--- src/hw/rtl/fuel_cell_charger_sequencer_assert.svh ---
// Assertion macros for the sequencer RTL.
`ifndef FUEL_CELL_CHARGER_SEQUENCER_ASSERT_SVH
`define FUEL_CELL_CHARGER_SEQUENCER_ASSERT_SVH

// Same-cycle implication, checked out of reset.
`define FCCS_ASSERT_NOW(label, clk, rst_n, ante, cons) \
    label: assert property (@(posedge clk) disable iff (!rst_n) (ante) |-> (cons)) \
        else $error("fccs assertion failed");

// Next-cycle implication, checked out of reset.
`define FCCS_ASSERT_NEXT(label, clk, rst_n, ante, cons) \
    label: assert property (@(posedge clk) disable iff (!rst_n) (ante) |=> (cons)) \
        else $error("fccs assertion failed");

`endif

--- src/hw/rtl/fccs_pkg.sv ---
`timescale 1ns / 1ps

package fccs_pkg;

    localparam logic [2:0] ST_POWERUP   = 3'd0;
    localparam logic [2:0] ST_STANDBY   = 3'd1;
    localparam logic [2:0] ST_STARTUP   = 3'd2;
    localparam logic [2:0] ST_READY     = 3'd3;
    localparam logic [2:0] ST_CHG_START = 3'd4;
    localparam logic [2:0] ST_CHARGING  = 3'd5;
    localparam logic [2:0] ST_SHUTDOWN  = 3'd6;
    localparam logic [2:0] ST_WAIT      = 3'd7;

    localparam logic [2:0] OP_TICK      = 3'd0;
    localparam logic [2:0] OP_STARTUP   = 3'd1;
    localparam logic [2:0] OP_SHUTDOWN  = 3'd2;
    localparam logic [2:0] OP_START_CHG = 3'd3;
    localparam logic [2:0] OP_STOP_CHG  = 3'd4;
    localparam logic [2:0] OP_EMERGENCY = 3'd5;

    localparam logic [2:0] REG_CURRENT_MIN     = 3'd0;
    localparam logic [2:0] REG_CURRENT_MAX     = 3'd1;
    localparam logic [2:0] REG_RAMP_STEP       = 3'd2;
    localparam logic [2:0] REG_VOLT_SETTLE     = 3'd3;
    localparam logic [2:0] REG_SETTLE_DELAY    = 3'd4;
    localparam logic [2:0] REG_SHUTDOWN_DELAY  = 3'd5;
    localparam logic [2:0] REG_ERR_EN_DELAY    = 3'd6;
    localparam logic [2:0] REG_STARTUP_TIMEOUT = 3'd7;

    localparam int IN_TDATA_W  = 56;
    localparam int OUT_TDATA_W = 32;

    typedef struct packed {
        logic [15:0] current_min;
        logic [15:0] current_max;
        logic [15:0] ramp_step;
        logic [15:0] volt_settle_threshold;
        logic [31:0] settle_delay_ms;
        logic [31:0] shutdown_delay_ms;
        logic [31:0] error_enable_delay_ms;
        logic [31:0] startup_timeout_ms;
    } cfg_t;

    typedef struct packed {
        logic [2:0]  current_state;
        logic [2:0]  wait_next_state;
        logic [31:0] wait_start_time;
        logic [31:0] wait_length;
        logic [31:0] entry_time;
        logic [15:0] previous_voltage;
        logic [15:0] current_ref;
    } seq_state_t;

    typedef struct packed {
        logic [2:0]  operation;
        logic [31:0] now_ms;
        logic        connection_ok;
        logic        cell_running;
        logic        error_present;
        logic        battery_full;
        logic [15:0] voltage_in;
    } item_t;

    typedef struct packed {
        logic [2:0]  state_code;
        logic        cell_start;
        logic        cell_stop;
        logic        cell_errors_enable;
        logic        relay_on;
        logic        relay_off;
        logic        conv_start;
        logic        conv_stop;
        logic [15:0] current_ref_out;
        logic        current_ref_write;
        logic        startup_failed;
    } result_t;

endpackage

--- src/hw/rtl/fuel_cell_charger_sequencer.sv ---
`timescale 1ns / 1ps
`include "fuel_cell_charger_sequencer_assert.svh"

// Supervisory sequencer of a fuel-cell charger.
// Input words (s_*) carry one event: s_tuser holds the operation code, s_tdata
// the timestamp, status flags and input voltage. Each event gives exactly one
// result word (m_*) with the new state, one-word action strobes and the
// current reference.
// Configuration writes come on cfg_valid/cfg_index/cfg_data; cfg_ready is
// always high. Write only while no event is in flight.
// The event register feeds one pass of state-update logic into the result
// register, which drives m_tdata. Throughput: one word per cycle while the
// receiver takes each result word.
// If m_tready is low the result word holds and the event register fills;
// s_tready then drops until the result word is taken.
// Reset puts the sequencer in powerup with the register defaults loaded and
// both word registers empty.
module fuel_cell_charger_sequencer
(
    input  logic                              clk,
    input  logic                              rst_n,
    input  logic                              cfg_valid,
    output logic                              cfg_ready,
    input  logic [2:0]                        cfg_index,
    input  logic [31:0]                       cfg_data,
    input  logic                              s_tvalid,
    output logic                              s_tready,
    // [55:52] zero, [51:36] voltage_in, [35] battery_full, [34] error_present,
    // [33] cell_running, [32] connection_ok, [31:0] now_ms
    input  logic [fccs_pkg::IN_TDATA_W-1:0]   s_tdata,
    // [2:0] operation
    input  logic [2:0]                        s_tuser,
    output logic                              m_tvalid,
    input  logic                              m_tready,
    // [31:28] zero, [27] startup_failed, [26] current_ref_write,
    // [25:10] current_ref_out, [9] conv_stop, [8] conv_start, [7] relay_off,
    // [6] relay_on, [5] cell_errors_enable, [4] cell_stop, [3] cell_start,
    // [2:0] state_code
    output logic [fccs_pkg::OUT_TDATA_W-1:0]  m_tdata
);
    import fccs_pkg::*;

    cfg_t       cfg;
    item_t      item_reg;
    logic       item_valid_reg;
    seq_state_t st_reg;
    seq_state_t st_next;
    result_t    res_next;
    result_t    res_reg;
    logic       res_valid_reg;
    logic       fire;
    logic       s_accept;

    assign cfg_ready = 1'b1;

    fccs_cfg u_cfg
    (
        .clk      (clk),
        .rst_n    (rst_n),
        .wr_en    (cfg_valid),
        .wr_index (cfg_index),
        .wr_data  (cfg_data),
        .cfg      (cfg)
    );

    fccs_step u_step
    (
        .cfg     (cfg),
        .st      (st_reg),
        .item    (item_reg),
        .st_next (st_next),
        .res     (res_next)
    );

    assign fire     = item_valid_reg && (!res_valid_reg || m_tready);
    assign s_tready = !item_valid_reg || fire;
    assign s_accept = s_tvalid && s_tready;

    always_ff @(posedge clk or negedge rst_n)
    begin
        if (!rst_n)
        begin
            item_valid_reg <= 1'b0;
        end
        else if (s_accept)
        begin
            item_valid_reg <= 1'b1;
        end
        else if (fire)
        begin
            item_valid_reg <= 1'b0;
        end
    end

    always_ff @(posedge clk)
    begin
        if (s_accept)
        begin
            item_reg.operation       <= s_tuser;
            item_reg.now_ms          <= s_tdata[31:0];
            item_reg.connection_ok   <= s_tdata[32];
            item_reg.cell_running    <= s_tdata[33];
            item_reg.error_present   <= s_tdata[34];
            item_reg.battery_full    <= s_tdata[35];
            item_reg.voltage_in      <= s_tdata[51:36];
        end
    end

    always_ff @(posedge clk or negedge rst_n)
    begin
        if (!rst_n)
        begin
            st_reg.current_state    <= ST_POWERUP;
            st_reg.wait_next_state  <= ST_STANDBY;
            st_reg.wait_start_time  <= 32'd0;
            st_reg.wait_length      <= 32'd0;
            st_reg.entry_time       <= 32'd0;
            st_reg.previous_voltage <= 16'd0;
            st_reg.current_ref      <= 16'd0;
        end
        else if (fire)
        begin
            st_reg <= st_next;
        end
    end

    always_ff @(posedge clk or negedge rst_n)
    begin
        if (!rst_n)
        begin
            res_valid_reg <= 1'b0;
        end
        else if (fire)
        begin
            res_valid_reg <= 1'b1;
        end
        else if (m_tready)
        begin
            res_valid_reg <= 1'b0;
        end
    end

    always_ff @(posedge clk)
    begin
        if (fire)
        begin
            res_reg <= res_next;
        end
    end

    assign m_tvalid = res_valid_reg;
    assign m_tdata  = {4'd0, res_reg.startup_failed, res_reg.current_ref_write,
                       res_reg.current_ref_out, res_reg.conv_stop, res_reg.conv_start,
                       res_reg.relay_off, res_reg.relay_on, res_reg.cell_errors_enable,
                       res_reg.cell_stop, res_reg.cell_start, res_reg.state_code};

    `FCCS_ASSERT_NEXT(a_fire_gives_word, clk, rst_n, fire, m_tvalid)
    `FCCS_ASSERT_NEXT(a_state_holds_idle, clk, rst_n, !fire, $stable(st_reg.current_state))
    `FCCS_ASSERT_NOW(a_ref_write_in_ramp, clk, rst_n, m_tvalid && res_reg.current_ref_write,
        res_reg.state_code == ST_CHG_START || res_reg.state_code == ST_CHARGING)
    `FCCS_ASSERT_NOW(a_relay_on_from_startup, clk, rst_n, m_tvalid && res_reg.relay_on,
        res_reg.state_code == ST_WAIT || res_reg.state_code == ST_STANDBY)
    `FCCS_ASSERT_NOW(a_fail_stops_cell, clk, rst_n, m_tvalid && res_reg.startup_failed,
        res_reg.cell_stop && res_reg.state_code == ST_STANDBY)

endmodule

--- src/hw/rtl/fccs_cfg.sv ---
`timescale 1ns / 1ps

module fccs_cfg
(
    input  logic             clk,
    input  logic             rst_n,
    input  logic             wr_en,
    input  logic [2:0]       wr_index,
    input  logic [31:0]      wr_data,
    output fccs_pkg::cfg_t   cfg
);
    import fccs_pkg::*;

    cfg_t cfg_reg;

    always_ff @(posedge clk or negedge rst_n)
    begin
        if (!rst_n)
        begin
            cfg_reg.current_min           <= 16'd0;
            cfg_reg.current_max           <= 16'd0;
            cfg_reg.ramp_step             <= 16'd0;
            cfg_reg.volt_settle_threshold <= 16'd10;
            cfg_reg.settle_delay_ms       <= 32'd5000;
            cfg_reg.shutdown_delay_ms     <= 32'd2000;
            cfg_reg.error_enable_delay_ms <= 32'd30000;
            cfg_reg.startup_timeout_ms    <= 32'd45000;
        end
        else if (wr_en)
        begin
            unique case (wr_index)
                REG_CURRENT_MIN:     cfg_reg.current_min           <= wr_data[15:0];
                REG_CURRENT_MAX:     cfg_reg.current_max           <= wr_data[15:0];
                REG_RAMP_STEP:       cfg_reg.ramp_step             <= wr_data[15:0];
                REG_VOLT_SETTLE:     cfg_reg.volt_settle_threshold <= wr_data[15:0];
                REG_SETTLE_DELAY:    cfg_reg.settle_delay_ms       <= wr_data;
                REG_SHUTDOWN_DELAY:  cfg_reg.shutdown_delay_ms     <= wr_data;
                REG_ERR_EN_DELAY:    cfg_reg.error_enable_delay_ms <= wr_data;
                REG_STARTUP_TIMEOUT: cfg_reg.startup_timeout_ms    <= wr_data;
                default:             cfg_reg <= cfg_reg;
            endcase
        end
    end

    assign cfg = cfg_reg;

endmodule

--- src/hw/rtl/fccs_step.sv ---
`timescale 1ns / 1ps

module fccs_step
(
    input  fccs_pkg::cfg_t       cfg,
    input  fccs_pkg::seq_state_t st,
    input  fccs_pkg::item_t      item,
    output fccs_pkg::seq_state_t st_next,
    output fccs_pkg::result_t    res
);
    import fccs_pkg::*;

    logic [15:0] vdiff;
    logic [31:0] elapsed;
    logic [31:0] wait_elapsed;
    logic [16:0] ramp_sum;
    logic [15:0] ramp_sat;
    logic        stop_cmd;
    logic        tick;
    logic        err;
    logic        fail;

    assign stop_cmd     = (item.operation == OP_SHUTDOWN) || (item.operation == OP_EMERGENCY);
    assign tick         = (item.operation == OP_TICK);
    assign err          = item.error_present;
    assign vdiff        = (item.voltage_in >= st.previous_voltage)
                        ? item.voltage_in - st.previous_voltage
                        : st.previous_voltage - item.voltage_in;
    assign elapsed      = item.now_ms - st.entry_time;
    assign wait_elapsed = item.now_ms - st.wait_start_time;
    assign ramp_sum     = {1'b0, st.current_ref} + {1'b0, cfg.ramp_step};

    always_comb
    begin
        ramp_sat = (ramp_sum > {1'b0, cfg.current_max}) ? cfg.current_max : ramp_sum[15:0];
        if (ramp_sat < cfg.current_min)
        begin
            ramp_sat = cfg.current_min;
        end
    end

    always_comb
    begin
        st_next = st;
        res     = '0;
        fail    = 1'b0;
        res.current_ref_out = 16'd0;

        unique case (st.current_state)
            ST_POWERUP:
            begin
                if (tick && item.connection_ok)
                begin
                    st_next.wait_length     = cfg.settle_delay_ms;
                    st_next.wait_next_state = ST_STANDBY;
                    st_next.wait_start_time = item.now_ms;
                    st_next.current_state   = ST_WAIT;
                    st_next.entry_time      = item.now_ms;
                end
            end
            ST_STANDBY:
            begin
                if ((item.operation == OP_STARTUP || item.operation == OP_START_CHG)
                    && !err && !item.battery_full)
                begin
                    res.cell_start        = 1'b1;
                    st_next.current_state = ST_STARTUP;
                    st_next.entry_time    = item.now_ms;
                end
            end
            ST_STARTUP:
            begin
                if (stop_cmd)
                begin
                    res.cell_stop         = 1'b1;
                    st_next.current_state = ST_STANDBY;
                    st_next.entry_time    = item.now_ms;
                end
                else if (tick)
                begin
                    st_next.previous_voltage = item.voltage_in;
                    if (elapsed > cfg.error_enable_delay_ms)
                    begin
                        res.cell_errors_enable = 1'b1;
                    end
                    if (item.cell_running && vdiff < cfg.volt_settle_threshold)
                    begin
                        res.cell_errors_enable  = 1'b1;
                        res.relay_on            = 1'b1;
                        st_next.wait_length     = cfg.settle_delay_ms;
                        st_next.wait_next_state = ST_READY;
                        st_next.wait_start_time = item.now_ms;
                        st_next.current_state   = ST_WAIT;
                        st_next.entry_time      = item.now_ms;
                    end
                    else if (elapsed > cfg.startup_timeout_ms)
                    begin
                        fail = 1'b1;
                    end
                    // error or timeout falls back to standby, even over the wait
                    if (err || fail)
                    begin
                        res.cell_stop         = 1'b1;
                        st_next.current_state = ST_STANDBY;
                        st_next.entry_time    = item.now_ms;
                    end
                end
            end
            ST_READY:
            begin
                if (stop_cmd || (tick && err))
                begin
                    res.cell_stop           = 1'b1;
                    st_next.wait_length     = cfg.shutdown_delay_ms;
                    st_next.wait_next_state = ST_SHUTDOWN;
                    st_next.wait_start_time = item.now_ms;
                    st_next.current_state   = ST_WAIT;
                    st_next.entry_time      = item.now_ms;
                end
                else if (item.operation == OP_START_CHG && !err && !item.battery_full)
                begin
                    res.conv_start        = 1'b1;
                    st_next.current_state = ST_CHG_START;
                    st_next.entry_time    = item.now_ms;
                end
            end
            ST_CHG_START:
            begin
                if (stop_cmd || (tick && err))
                begin
                    st_next.current_ref     = cfg.current_min;
                    res.conv_stop           = 1'b1;
                    res.cell_stop           = 1'b1;
                    st_next.wait_length     = cfg.shutdown_delay_ms;
                    st_next.wait_next_state = ST_SHUTDOWN;
                    st_next.wait_start_time = item.now_ms;
                    st_next.current_state   = ST_WAIT;
                    st_next.entry_time      = item.now_ms;
                end
                else if (item.operation == OP_STOP_CHG)
                begin
                    res.conv_stop         = 1'b1;
                    st_next.current_ref   = cfg.current_min;
                    st_next.current_state = ST_READY;
                    st_next.entry_time    = item.now_ms;
                end
                else if (tick)
                begin
                    res.current_ref_write = 1'b1;
                    st_next.current_ref   = ramp_sat;
                    if (ramp_sat >= cfg.current_max)
                    begin
                        st_next.current_ref   = cfg.current_min;
                        st_next.current_state = ST_CHARGING;
                        st_next.entry_time    = item.now_ms;
                    end
                end
            end
            ST_CHARGING:
            begin
                if (stop_cmd || (tick && err))
                begin
                    res.conv_stop           = 1'b1;
                    res.cell_stop           = 1'b1;
                    st_next.wait_length     = cfg.shutdown_delay_ms;
                    st_next.wait_next_state = ST_SHUTDOWN;
                    st_next.wait_start_time = item.now_ms;
                    st_next.current_state   = ST_WAIT;
                    st_next.entry_time      = item.now_ms;
                end
                else if (item.operation == OP_STOP_CHG)
                begin
                    res.conv_stop         = 1'b1;
                    st_next.current_state = ST_READY;
                    st_next.entry_time    = item.now_ms;
                end
            end
            ST_SHUTDOWN:
            begin
                if (tick)
                begin
                    res.relay_off         = 1'b1;
                    st_next.current_state = ST_STANDBY;
                    st_next.entry_time    = item.now_ms;
                end
            end
            ST_WAIT:
            begin
                if (stop_cmd)
                begin
                    res.conv_stop = 1'b1;
                end
                else if (tick)
                begin
                    if (wait_elapsed > st.wait_length)
                    begin
                        st_next.current_state = st.wait_next_state;
                        st_next.entry_time    = item.now_ms;
                    end
                    if (err)
                    begin
                        res.conv_stop = 1'b1;
                    end
                end
            end
            default:
            begin
                st_next = st;
            end
        endcase

        res.startup_failed  = fail;
        res.state_code      = st_next.current_state;
        res.current_ref_out = res.current_ref_write ? ramp_sat : st_next.current_ref;
    end

endmodule
--- config.mk ---
export PLATFORM = sky130hd
export DESIGN_NAME = fuel_cell_charger_sequencer
export DESIGN_NICKNAME = d
export VERILOG_FILES = /design/src/hw/rtl/fccs_pkg.sv /design/src/hw/rtl/fuel_cell_charger_sequencer.sv /design/src/hw/rtl/fccs_cfg.sv /design/src/hw/rtl/fccs_step.sv
export VERILOG_INCLUDE_DIRS = /design/src /design/src/hw/rtl
export SDC_FILE = /design/constraint.sdc
export NUM_CORES = 1
export LEC_CHECK = 0
export BUFFER_PORTS_ARGS = -buffer_cell sky130_fd_sc_hd__buf_4
export CAP_MARGIN = 20
export CORE_MARGIN = 3
export CORE_UTILIZATION = 35
export DETAILED_ROUTE_END_ITERATION = 12
export PLACE_DENSITY = 0.55
export REMOVE_ABC_BUFFERS = 1
export SLEW_MARGIN = 10
export SYNTH_ARGS = -nofsm -noshare
export SYNTH_HDL_FRONTEND = slang
export SYNTH_HIERARCHICAL = 1
export SYNTH_SLANG_ARGS = --single-unit
--- constraint.sdc ---
create_clock -name clk -period 12.9 [get_ports clk]
set_input_delay 1.29 -clock clk [delete_from_list [all_inputs] [get_ports clk]]
set_output_delay 1.29 -clock clk [all_outputs]
set_load 0.005 [all_outputs]
After elaboration in Yosys (flattened, before gate mapping)
Cells that the tools add are included.
{ "classes": {"n_addsub": 5, "mul": 0, "div": 0, "n_lt_le_gt_ge": 8, "eq_ne": 35, "n_shift": 0, "mux": 75, "bitwise_logic": 4, "n_reduce_logical": 40} }
{ "ops": {"columns": ["op", "n"], "rows": [
  ["32-bit 2-to-1 mux", 15],
  ["32-bit case mux with 8 select lines", 1],
  ["102-bit 2-to-1 mux", 2],
  ["67-bit case mux with 3 select lines", 1],
  ["16-bit 2-to-1 mux", 9],
  ["67-bit 2-to-1 mux", 2],
  ["118-bit 2-to-1 mux", 1],
  ["32-bit > comparator", 3],
  ["32-bit subtractor", 2],
  ["3-bit 2-to-1 mux", 16],
  ["16-bit >= comparator", 2],
  ["16-bit less-than comparator", 2],
  ["16-bit subtractor", 2],
  ["3-bit equality test, second input constant", 10],
  ["1-bit 2-to-1 mux", 24],
  ["3-bit case mux with 8 select lines", 1],
  ["3-bit by 2-bit equality test with 1-bit output, second input constant", 6],
  ["16-bit by 16-bit adder with 17-bit output", 1],
  ["17-bit by 16-bit > comparator with 1-bit output", 1],
  ["2-bit by 1-bit inequality test with 1-bit output, second input constant", 8],
  ["2-bit AND reduction", 8],
  ["13-bit AND reduction", 1],
  ["4-bit by 1-bit inequality test with 1-bit output, second input constant", 3],
  ["3-bit by 1-bit equality test with 1-bit output, second input constant", 3],
  ["15 further kinds", 43]
]} }
{ "word_totals": {"regBits": 411, "latchBits": 0, "ram_bits": 0, "rom_bits": 0, "input_bits": 99, "out_inout_bits": 35, "elab_cells": 202, "n_memories": 0} }

Longest topological paths before layout
Gate-level depths: netlist (run 1).
{ "depth": {"ltp_word": 13, "mapped_depth": 41, "ltp_nobuf": 36} }

Modules after synthesis
The synthesis (run 1) kept the hierarchy.
{ "modules_own_cells": {"columns": ["mod", "n_inst", "cells_each", "area_per_inst_um2", "seq_area_each_um2"], "rows": [
  ["fccs_step", 1, 1982, 13188.9, 0.0],
  ["fuel_cell_charger_sequencer", 1, 381, 7840.0, 5896.9],
  ["fccs_cfg", 1, 415, 7304.5, 4840.9]
]} }

Worst setup path after synthesis (run 1)
No wires, ideal clock.
{ "synth_timing": {"path_type": "flip-flop to flip-flop", "start": "register u_cfg.cfg_reg, in the netlist u_cfg/cfg[144]", "end": "register st_reg[32] (netlist bit)", "setup_ns": 0.125, "arrival_time_ns": 8.497, "path_slack_ns": 4.279, "stages_incl_launch_ff": 40, "cell_sequence": "dfrtp_1 > ha_1 > fa_1 > a211oi_1 > o211a_1 > or3_1 > nand3b_1 > a21oi_1 > xnor2_1 > ha_1 > nand2_1 > or4_4 > o32ai_2 > a31oi_1 > or3_1 > buf_6 > buf_6 > mux2_4 > [... 4 more ...] > and3_1 > nand2_1 > o31a_4 > buf_6 > buf_6 > o21a_1 > ha_1 > and4_1 > a2111oi_0 > o211a_1 > o31ai_1 > a21oi_1 > o211ai_1 > a22oi_4 > nand2_2 > buf_2 > mux2_2 > mux2_2"} }
{ "synth_via": {"elab_chain_cells": 8} }
{ "synth_rtl": {"columns": ["element", "line_no", "text"], "rows": [
  ["start, declared", "fccs_cfg.sv:14", "cfg_t cfg_reg;"],
  ["start signal, assigned", "fccs_cfg.sv:40", "default: cfg_reg <= cfg_reg;"],
  ["16-bit by 16-bit adder with 17-bit output (*)", "fccs_step.sv:31", "assign ramp_sum = {1'b0, st.current_ref} + {1'b0, cfg.ramp_step};"],
  ["17-bit by 16-bit > comparator with 1-bit output", "fccs_step.sv:35", "ramp_sat = (ramp_sum > {1'b0, cfg.current_max}) ? cfg.current_max : ramp_sum[15:0];"],
  ["16-bit 2-to-1 mux (*)", "fccs_step.sv:35", null],
  ["16-bit less-than comparator", "fccs_step.sv:36", "if (ramp_sat < cfg.current_min)"],
  ["16-bit 2-to-1 mux (*)", "fccs_step.sv:36", null],
  ["16-bit >= comparator (*)", "fccs_step.sv:151", "if (ramp_sat >= cfg.current_max)"],
  ["4-bit by 1-bit inequality test with 1-bit output (no line) (*)", null, null],
  ["13-bit AND reduction (no line) (*)", null, null],
  ["end signal, assigned", "fuel_cell_charger_sequencer.sv:123", "st_reg <= st_next;"],
  ["end, declared", "fuel_cell_charger_sequencer.sv:46", "seq_state_t st_reg;"]
]} }
Every way passes the cells marked *; elsewhere a longest branch is shown, timed or not.
A chain may end at the register's enable or synchronous reset.

Final worst setup path (run 1)
{ "layout_timing": {"start": "register st_reg[0] (netlist bit)", "end": "register st_reg[58] (netlist bit)"} }
{ "layout_via": {"elab_chain_cells": 8} }
{ "layout_rtl": {"columns": ["element", "line_no"], "rows": [
  ["16-bit by 16-bit adder with 17-bit output (*)", "fccs_step.sv:31"],
  ["17-bit by 16-bit > comparator with 1-bit output", "fccs_step.sv:35"],
  ["16-bit 2-to-1 mux (*)", "fccs_step.sv:35"],
  ["16-bit less-than comparator", "fccs_step.sv:36"],
  ["16-bit 2-to-1 mux (*)", "fccs_step.sv:36"],
  ["16-bit >= comparator (*)", "fccs_step.sv:151"],
  ["4-bit by 1-bit inequality test with 1-bit output (no line) (*)", null],
  ["13-bit AND reduction (no line) (*)", null]
]} }
Marked as above.

==> flow_summary.toml, run 1 <==
[status]
outcome = "completed"

[drt]
ant_nets = 0
drc_errors = 0
wl_um = 79300
drt_iter0_markers = 1338
num_vias = 21569
wire_per_inst_um = 20.0
viasPerCell = 5.45
dr.pass1.iters = 6

[worst_setup_path]
cp_slowest_stage_delay_ns = 0.77
cp-start-kind = "register"
crit_type = "register to register"
cp.arrival_ns = 11.16
cpLargestDelayFamily = "compound AO/OA/AOI/OAI gates"
critPathMaxFanout = 34
rrSetupSlack_ns = 2.23
critPathSlowestCell = "or3_1"
crit_required_ns = 13.39
end_kind = "register"
cp_common_cell = "ha_1"
critPathBufInv = 0

[finish]
final_cells = 3961
drive_gt1_share_pct = 22.8
n_antenna_cell = 0
largest_register_ffs = 192
area_delta_synth_final_pct = 13.0
fin_nets = 3239

[cts]
cts_hold_buf = 0
clkTransAtPathRegs_ns = 0.06
post-cts-setup-buffers = 0
cts_tree = "done"
insertion_delay_ns = 0.62
numCtsBuffers = 51
cts_resized = 0
cts_sinks = 411
root_buffer = "clkbuf_16"
htreeDepth = 2
clockBufferDepth = 3

[synthesis]
synth_ff_type = "dfrtp_1"
synthArstFlopShare_pct = 79.8
yosys_register_bits = 411
synth_warnings = 6
synth_edf_count = 83
synthSimpleGateAreaFrac_pct = 7.94
synthAdderAreaFrac_pct = 12.1
synth_top_area_cell = "dfrtp_1"
syn_inst = 2778
synthMuxAreaShare_pct = 15.8
syn_area_mm2 = 0.0283
synth_area_leaders = "dfrtp_1, ha_1, mux2_2"
syn_avg_cell_area_um2 = 10.2
synth_compound_area_share_pct = 17.0
synth_top_family_by_area = "compound AO/OA/AOI/OAI gates"
synth_xor_xnor_area_share_pct = 2.63
synth.top_cell.area_share_pct = 26.3
ys_seq_area_share_pct = 37.9
synthDistinctLibCells = 88

[floorplanning]
die_area_mm2 = 0.0844
die_w_um = 291
die_y_um = 291
design.core.area_mm2 = 0.0796
rows = 103
start_util_pct = 35.6
ios = 134

[power]
power_density_mw_per_mm2 = 268
irDropWorstVdd_mv = 0.198
p_sw_w = 0.00374
p_leak_nw = 14.7
swShare_pct = 43.5
p_seq_share_pct = 23.0
p_int_w = 0.00485
p_clk_share_pct = 18.3
pwr-share-comb_pct = 58.7

[global_route]
grt_overflow = 0
grt_max_degree = 75
grt_pass1_wl_um = 125000
grt_antenna_before_repair = 6
grt_pass1_vias = 22162
grt_use_total_pct = 18.3

[placed_design]
gp_congestion = 0.906
port_buffers = 124
dp_hpwl_um = 56700
placedCellCount = 3865

[timing]
slew_viol_final = 0
max_freq_mhz = 93.7
max_slew_margin_pct = 17.7
setup_violations = 0
rsz0062_at_grt = "no"
final.setup.tns_ns = 0
min_period_ns = 10.67
hold_viol = 0
finalClockSkew_ns = 0.0336
finalCritPeriodShare_pct = 82.7
tightest_slew_ns = 1.23
whs_ns = 0.491

[job]
max_cap_viol_count = 0

[worst_hold_path]
hold_path.class = "register to register"
-- cells in the final DEF, fill, tap and decap left out, types with 6 or more instances in the layout --
master	instances
clkbuf_8	12
edfxtp_1	83
mux2i_1	17
buf_4	148
and3_1	13
a31oi_1	10
and2_1	7
a221oi_1	42
a21o_1	82
ha_1	267
or3_1	10
nand3_1	27
nor3_1	31
clkinv_2	10
bufinv_16	6
xor2_1	19
mux2_4	65
dfstp_2	30
dfrtp_1	298
o22ai_1	11
a222oi_1	32
o21a_1	44
a211o_1	6
o21ai_0	140
xnor2_1	66
o211ai_1	11
a21oi_1	246
nor2b_1	23
clkbuf_16	54
inv_1	306
o21bai_1	17
nor2_1	140
nand2b_1	25
nand4_1	32
o21ai_1	19
mux2_2	295
nand2_1	118
a211oi_1	24
-- path summary, 6_finish.rpt --
check	endpoint	cells after the start	start
min in group asynchronous	st_reg[5]	1	rst_n
min reg2reg	u_cfg/cfg[102]	1	u_cfg/cfg[102]
min	u_cfg/cfg[102]	1	u_cfg/cfg[102]
max reg2reg	st_reg[58]	34	st_reg[0]
max in group asynchronous	st_reg[121]	3	rst_n
max	st_reg[58]	34	st_reg[0]
-- power groups by stage --
stage	Clock, W	Sequential [W]	Combinational (W)
detailed placement	0	0.00199	0.00500
global route	0.00167	0.00202	0.00565
CTS	0.00162	0.00197	0.00504
floorplan	0	0.00191	0.00373
global placement	0	0.00197	0.00485
finish	0.00157	0.00197	0.00504
-- routing by layer --
metal  up-vias  track usage (%)  part of all wire (%)
met3       114             2.43                   4.5
met4         4             5.03                   2.6
li1      10246                -                     -
met5         -                0                 0.030
met2       546             31.5                    48
met1     10659             24.2                    45
-- cells in the mapped netlist (42+ instances only) --
library cell	count
mux2_4	65
nor2_1	141
a221oi_1	42
ha_1	267
xnor2_1	66
o21ai_0	141
clkbuf_1	55
o21a_1	44
edfxtp_1	83
inv_1	306
dfrtp_1	298
a21oi_1	246
nand2_1	119
mux2_2	295
a21o_1	82
-- stage by stage --
step | total power [W] | util [%] | setup slack [ns] | instance area, µm²
floorplan | 0.00563 | - | 4.26 | 27600
global placement | 0.00682 | 37.9 | 2.34 | 30200
detailed placement | 0.00700 | 37.9 | 2.32 | 30200
CTS | 0.00863 | 40.2 | 2.20 | 32000
global route | 0.00934 | 40.2 | 1.75 | 32000
finish | 0.00859 | 40.2 | 2.23 | 32000
-- final cells by class --
class	count	area [µm²]
clock buffers	69	1530
clock inverters	27	329
fillers	7782	47600
inverters	306	1150
multi-input cells	1948	15800
flip-flops and latches	411	10700
well taps	1050	1310
repair buffers	150	1140
-- cell families (layout without fill, tap and decap cells) --
group	count (synthesis)	count (layout)
compound gates	746	746
xor+xnor	85	85
fa+ha+maj	272	272
buf+inv	422	552
flops	411	411
mux	379	379
other cells	2	5
simple gates	461	461
Power figures use the tool's default switching activity.
==> inputs of run 2 (changes only) <==
clock period = 11.1 ns   (was 12.9 ns; I/O delays follow)
==> run 2 against run 1 <==
Effect of this change:
- clock skew increased by 0.00078 ns
- sequential cell count unchanged
- combinational power increased by 17%
- design area increased by 0.48%
- total power increased by 17%
- sequential share of layout area decreased by 0.16 points
- die area unchanged
==> flow_summary.toml, run 2 (same netlist as run 1, synthesis figures left out) <==
[drt]
drt_iter0_markers = 1293
wire_per_inst_um = 20.1
ant_nets = 0
dr.pass1.iters = 6
num_vias = 21423
viasPerCell = 5.40
wl_um = 79700
drc_errors = 0

[finish]
layout_commonest_cell = "inv_1"
fin_nets = 3246
largest_register_ffs = 192
area_delta_synth_final_pct = 13.6
n_antenna_cell = 0
drive_gt1_share_pct = 23.0
layout_common_cells = "inv_1, dfrtp_1, mux2_2, ha_1, a21oi_1"
fillCellCount = 7735

[global_route]
grt_pass1_wl_um = 125000
grt_pass1_vias = 21891
grt_overflow = 0
grt_max_degree = 157
grt_use_total_pct = 18.5
grt_antenna_before_repair = 4

[worst_setup_path]
critPathMaxFanout = 34
crit_type = "register to register"
cp-start-kind = "register"
r2r-start = "st_reg[0]"
crit_required_ns = 11.59
timing.rr.end = "st_reg[60]"
rrSetupSlack_ns = 0.93
end_kind = "register"
r2r_cells = 36
critPathSlowestCell = "or3_1"
cp.arrival_ns = 10.66
cp_slowest_stage_delay_ns = 0.79

[cts]
root_buffer = "clkbuf_16"
cts_tree = "done"
numCtsBuffers = 52
insertion_delay_ns = 0.62
cts_hold_buf = 0
clkTransAtPathRegs_ns = 0.06
cts_resized = 0
htreeDepth = 2
cts_sinks = 411
clockBufferDepth = 3
post-cts-setup-buffers = 0

[power]
irDropWorstVdd_mv = 0.254
p_sw_w = 0.00437
p_clk_share_pct = 18.8
p_seq_share_pct = 22.7
power_density_mw_per_mm2 = 313
swShare_pct = 43.3
p_int_w = 0.00572
fin_total_pwr_w = 0.0101
pwr-share-comb_pct = 58.5
p_leak_nw = 14.7

[timing]
finalCritPeriodShare_pct = 91.6
rsz0062_at_grt = "no"
setup_violations = 0
finalClockSkew_ns = 0.0344
max_slew_margin_pct = 32.2
final.setup.tns_ns = 0
hold_viol = 0
slew_viol_final = 0
max_freq_mhz = 98.3
tightest_slew_ns = 1.01
min_period_ns = 10.17

[floorplanning]
die_area_mm2 = 0.0844
die_y_um = 291
design.core.area_mm2 = 0.0796
ios = 134
rows = 103
die_w_um = 291
start_util_pct = 35.6

[status]
outcome = "completed"

[worst_hold_path]
hold_path.class = "input port to async pin"

[placed_design]
port_buffers = 124
gp_congestion = 0.892
dp_hpwl_um = 57100

[job]
max_cap_viol_count = 0
run 2: changes by cell type in the layout (fill, tap and decap cells not counted), sizes merged:
cell,previous run,this run
bufinv,6,7
clkbuf,69,71
inv,314,309
clkinvlp,0,3
buf,150,155
dlymetal6s2s,0,1
clkinv,13,14
run 2: area by class of cell:
class	instances	area, µm²	share of cell area, %
Multi-Input combinational cell	1948	15800	49.2
Inverter	306	1150	3.57
Clock buffer	71	1590	4.94
Clock inverter	27	359	1.12
Sequential cell	411	10700	33.4
Timing Repair Buffer	156	1200	3.74
Tap cell	1050	1310	4.08
run 2: through the flow:
stage / instances / hold WS, ns / area (µm²) / worst slack [ns] / utilization (%)
floorplan: 2665 / 0.449 / 27600 / 2.46 / -
global placement: 3869 / 0.471 / 30200 / 1.02 / 37.9
detailed placement: 3870 / 0.491 / 30200 / 0.971 / 37.9
CTS: 3968 / 0.485 / 32200 / 0.925 / 40.4
global route: 3969 / 0.512 / 32200 / 0.396 / 40.4
finish: 3969 / 0.481 / 32200 / 0.932 / 40.4
run 2: power groups by stage:
stage | Sequential, W | Combinational [W] | Clock [W]
final | 0.00229 | 0.00590 | 0.00189
after global routing | 0.00235 | 0.00664 | 0.00201
after CTS | 0.00229 | 0.00590 | 0.00196
after detailed placement | 0.00232 | 0.00586 | 0
after global placement | 0.00229 | 0.00569 | 0
after floorplan | 0.00222 | 0.00433 | 0
run 2: worst max-delay path by stage:
stage              startpoint    endpoint
3_5_place_dp        st_reg[0]  st_reg[60]
4_1_cts             st_reg[0]  st_reg[32]
2_1_floorplan  u_cfg/cfg[144]  st_reg[32]
6_report            st_reg[0]  st_reg[60]
5_1_grt             st_reg[0]  st_reg[60]
3_3_place_gp        st_reg[0]  st_reg[58]
run 2: critical path, delay by kind of cell (launching register included):
kind / cells / cell delay (ns)
compound gates: 17 / 4.52
xor+xnor: 1 / 0.11
fa+ha+maj: 5 / 1.58
buf+inv: 2 / 0.36
flops: 1 / 0.40
mux: 3 / 1.07
simple gates: 8 / 1.97
run 2: per-layer routing:
metal	track usage, %	vias to the layer above	wire, µm
met5	0	-	11
li1	-	10259	-
met2	31.3	473	38000
met3	2.51	106	3390
met1	24.8	10583	36500
met4	4.92	2	1850
==> inputs of run 3 (changes only) <==
PLACE_DENSITY = 0.59   (was 0.55)
==> run 3 against run 2 <==
Effect of this change:
- clock power shrank 13%
- global-route usage down 1.3 points
- clock skew is 0.0043 ns lower
- clock-buffer cell count decreased by 3
- routed wire length is 7.0% lower
- critical endpoint is now st_reg[32]
==> flow_summary.toml, run 3 (same netlist as run 1, synthesis figures left out) <==
[floorplanning]
die_w_um = 291
design.core.area_mm2 = 0.0796
rows = 103
die_area_mm2 = 0.0844
start_util_pct = 35.6
die_y_um = 291
ios = 134

[worst_setup_path]
crit_type = "register to register"
r2r_cells = 36
cp_common_cell = "ha_1"
rrSetupSlack_ns = 0.84
cp_slowest_stage_delay_ns = 0.77
timing.rr.end = "st_reg[32]"
critPathMaxFanout = 34
critPathSlowestCell = "or3_1"
crit_required_ns = 11.59
cp.arrival_ns = 10.74
r2r-start = "st_reg[0]"
cp-start-kind = "register"
end_kind = "register"

[drt]
drc_errors = 0
viasPerCell = 5.32
num_vias = 21110
dr.pass1.iters = 8
drt_iter0_markers = 1314
wl_um = 74200
ant_nets = 0
wire_per_inst_um = 18.7

[power]
fin_total_pwr_w = 0.00965
irDropWorstVdd_mv = 0.195
p_leak_nw = 14.6
power_density_mw_per_mm2 = 303

[cts]
cts_resized = 0
cts_hold_buf = 0
cts_sinks = 411
insertion_delay_ns = 0.62
numCtsBuffers = 50
htreeDepth = 2
clockBufferDepth = 3
root_buffer = "clkbuf_16"
post-cts-setup-buffers = 0
cts_tree = "done"
clkTransAtPathRegs_ns = 0.06

[timing]
setup_violations = 0
max_freq_mhz = 97.5
max_slew_margin_pct = 36.2
finalCritPeriodShare_pct = 92.4
whs_ns = 0.451
tightest_slew_ns = 0.956
slew_viol_final = 0
hold_viol = 0
min_period_ns = 10.26
final.setup.tns_ns = 0
rsz0062_at_grt = "no"
finalClockSkew_ns = 0.0301

[global_route]
grt_max_degree = 137
grt_overflow = 0
grt_antenna_before_repair = 2
grt_pass1_wl_um = 117000
grt_use_total_pct = 17.2
grt_pass1_vias = 20583

[finish]
fin_nets = 3241
final_cells = 3967
layout_commonest_cell = "inv_1"
largest_register_ffs = 192
finalInstanceArea_mm2 = 0.0319
fillCellCount = 7869
area_delta_synth_final_pct = 12.4
drive_gt1_share_pct = 22.5
layout_common_cells = "inv_1, dfrtp_1, mux2_2, ha_1, a21oi_1"

[job]
max_cap_viol_count = 0

[status]
outcome = "completed"

[placed_design]
dpl_cell_area_mm2 = 0.0302
placedCellCount = 3866
port_buffers = 124
dp_hpwl_um = 52600
gp_congestion = 0.917

[worst_hold_path]
hold_path.class = "input port to async pin"
## run 3: metal layers
layer	part of all wire, %	vias up	wire, µm	GRT usage, %
li1	-	10243	-	-
met1	46	10298	34200	23.2
met2	46	463	34200	28.4
met3	5.1	104	3780	2.89
met4	2.6	2	1940	5.08
met5	0.023	-	17	0
## run 3: report_power, final
| part | internal [W] | leakage (nW) | switching (W) | total (W) |
|---|---|---|---|---|
| registers | 0.00197 | 4.83 | 0.000316 | 0.00229 |
| logic | 0.00255 | 8.93 | 0.00317 | 0.00572 |
| clock network | 0.000938 | 0.814 | 0.000704 | 0.00164 |
## run 3: metrics by stage
step	setup slack, ns	utilization (%)
global route	0.296	40.0
floorplan	2.46	-
detailed placement	1.02	37.9
finish	0.844	40.0
global placement	1.11	37.9
CTS	0.974	39.9
## run 3: worst max path at each step
stage | from | end | slack (ns) | cells after the start
finish | st_reg[0] | st_reg[32] | 0.84 | 36
detailed placement | st_reg[0] | st_reg[32] | 1.02 | 36
global placement | st_reg[0] | st_reg[62] | 1.11 | 36
CTS | st_reg[0] | st_reg[38] | 0.97 | 36
floorplan | u_cfg/cfg[144] | st_reg[32] | 2.46 | 35
global route | st_reg[0] | st_reg[48] | 0.30 | 36
## run 3: critical path: cells and delay by family, from the launching register on
| family | cells | cell delay [ns] |
|---|---|---|
| multiplexers | 3 | 1.12 |
| buffers and inverters | 1 | 0.27 |
| AND/OR/NAND/NOR | 10 | 2.65 |
| XOR/XNOR | 1 | 0.11 |
| flip-flops | 1 | 0.40 |
| adder cells (fa/ha/maj) | 5 | 1.54 |
| AO/OA/AOI/OAI | 16 | 3.99 |
## run 3: final cells by class
class                   count  area (µm²)  share of cell area [%]
flip-flops and latches    411       10700                    33.7
multi-input cells        1948       15800                    49.7
inverters                 306        1150                    3.61
well taps                1050        1310                    4.12
clock buffers              68        1400                    4.40
repair buffers            153        1180                    3.70
diodes                      5        12.5                  0.0393
clock inverters            26         233                   0.731
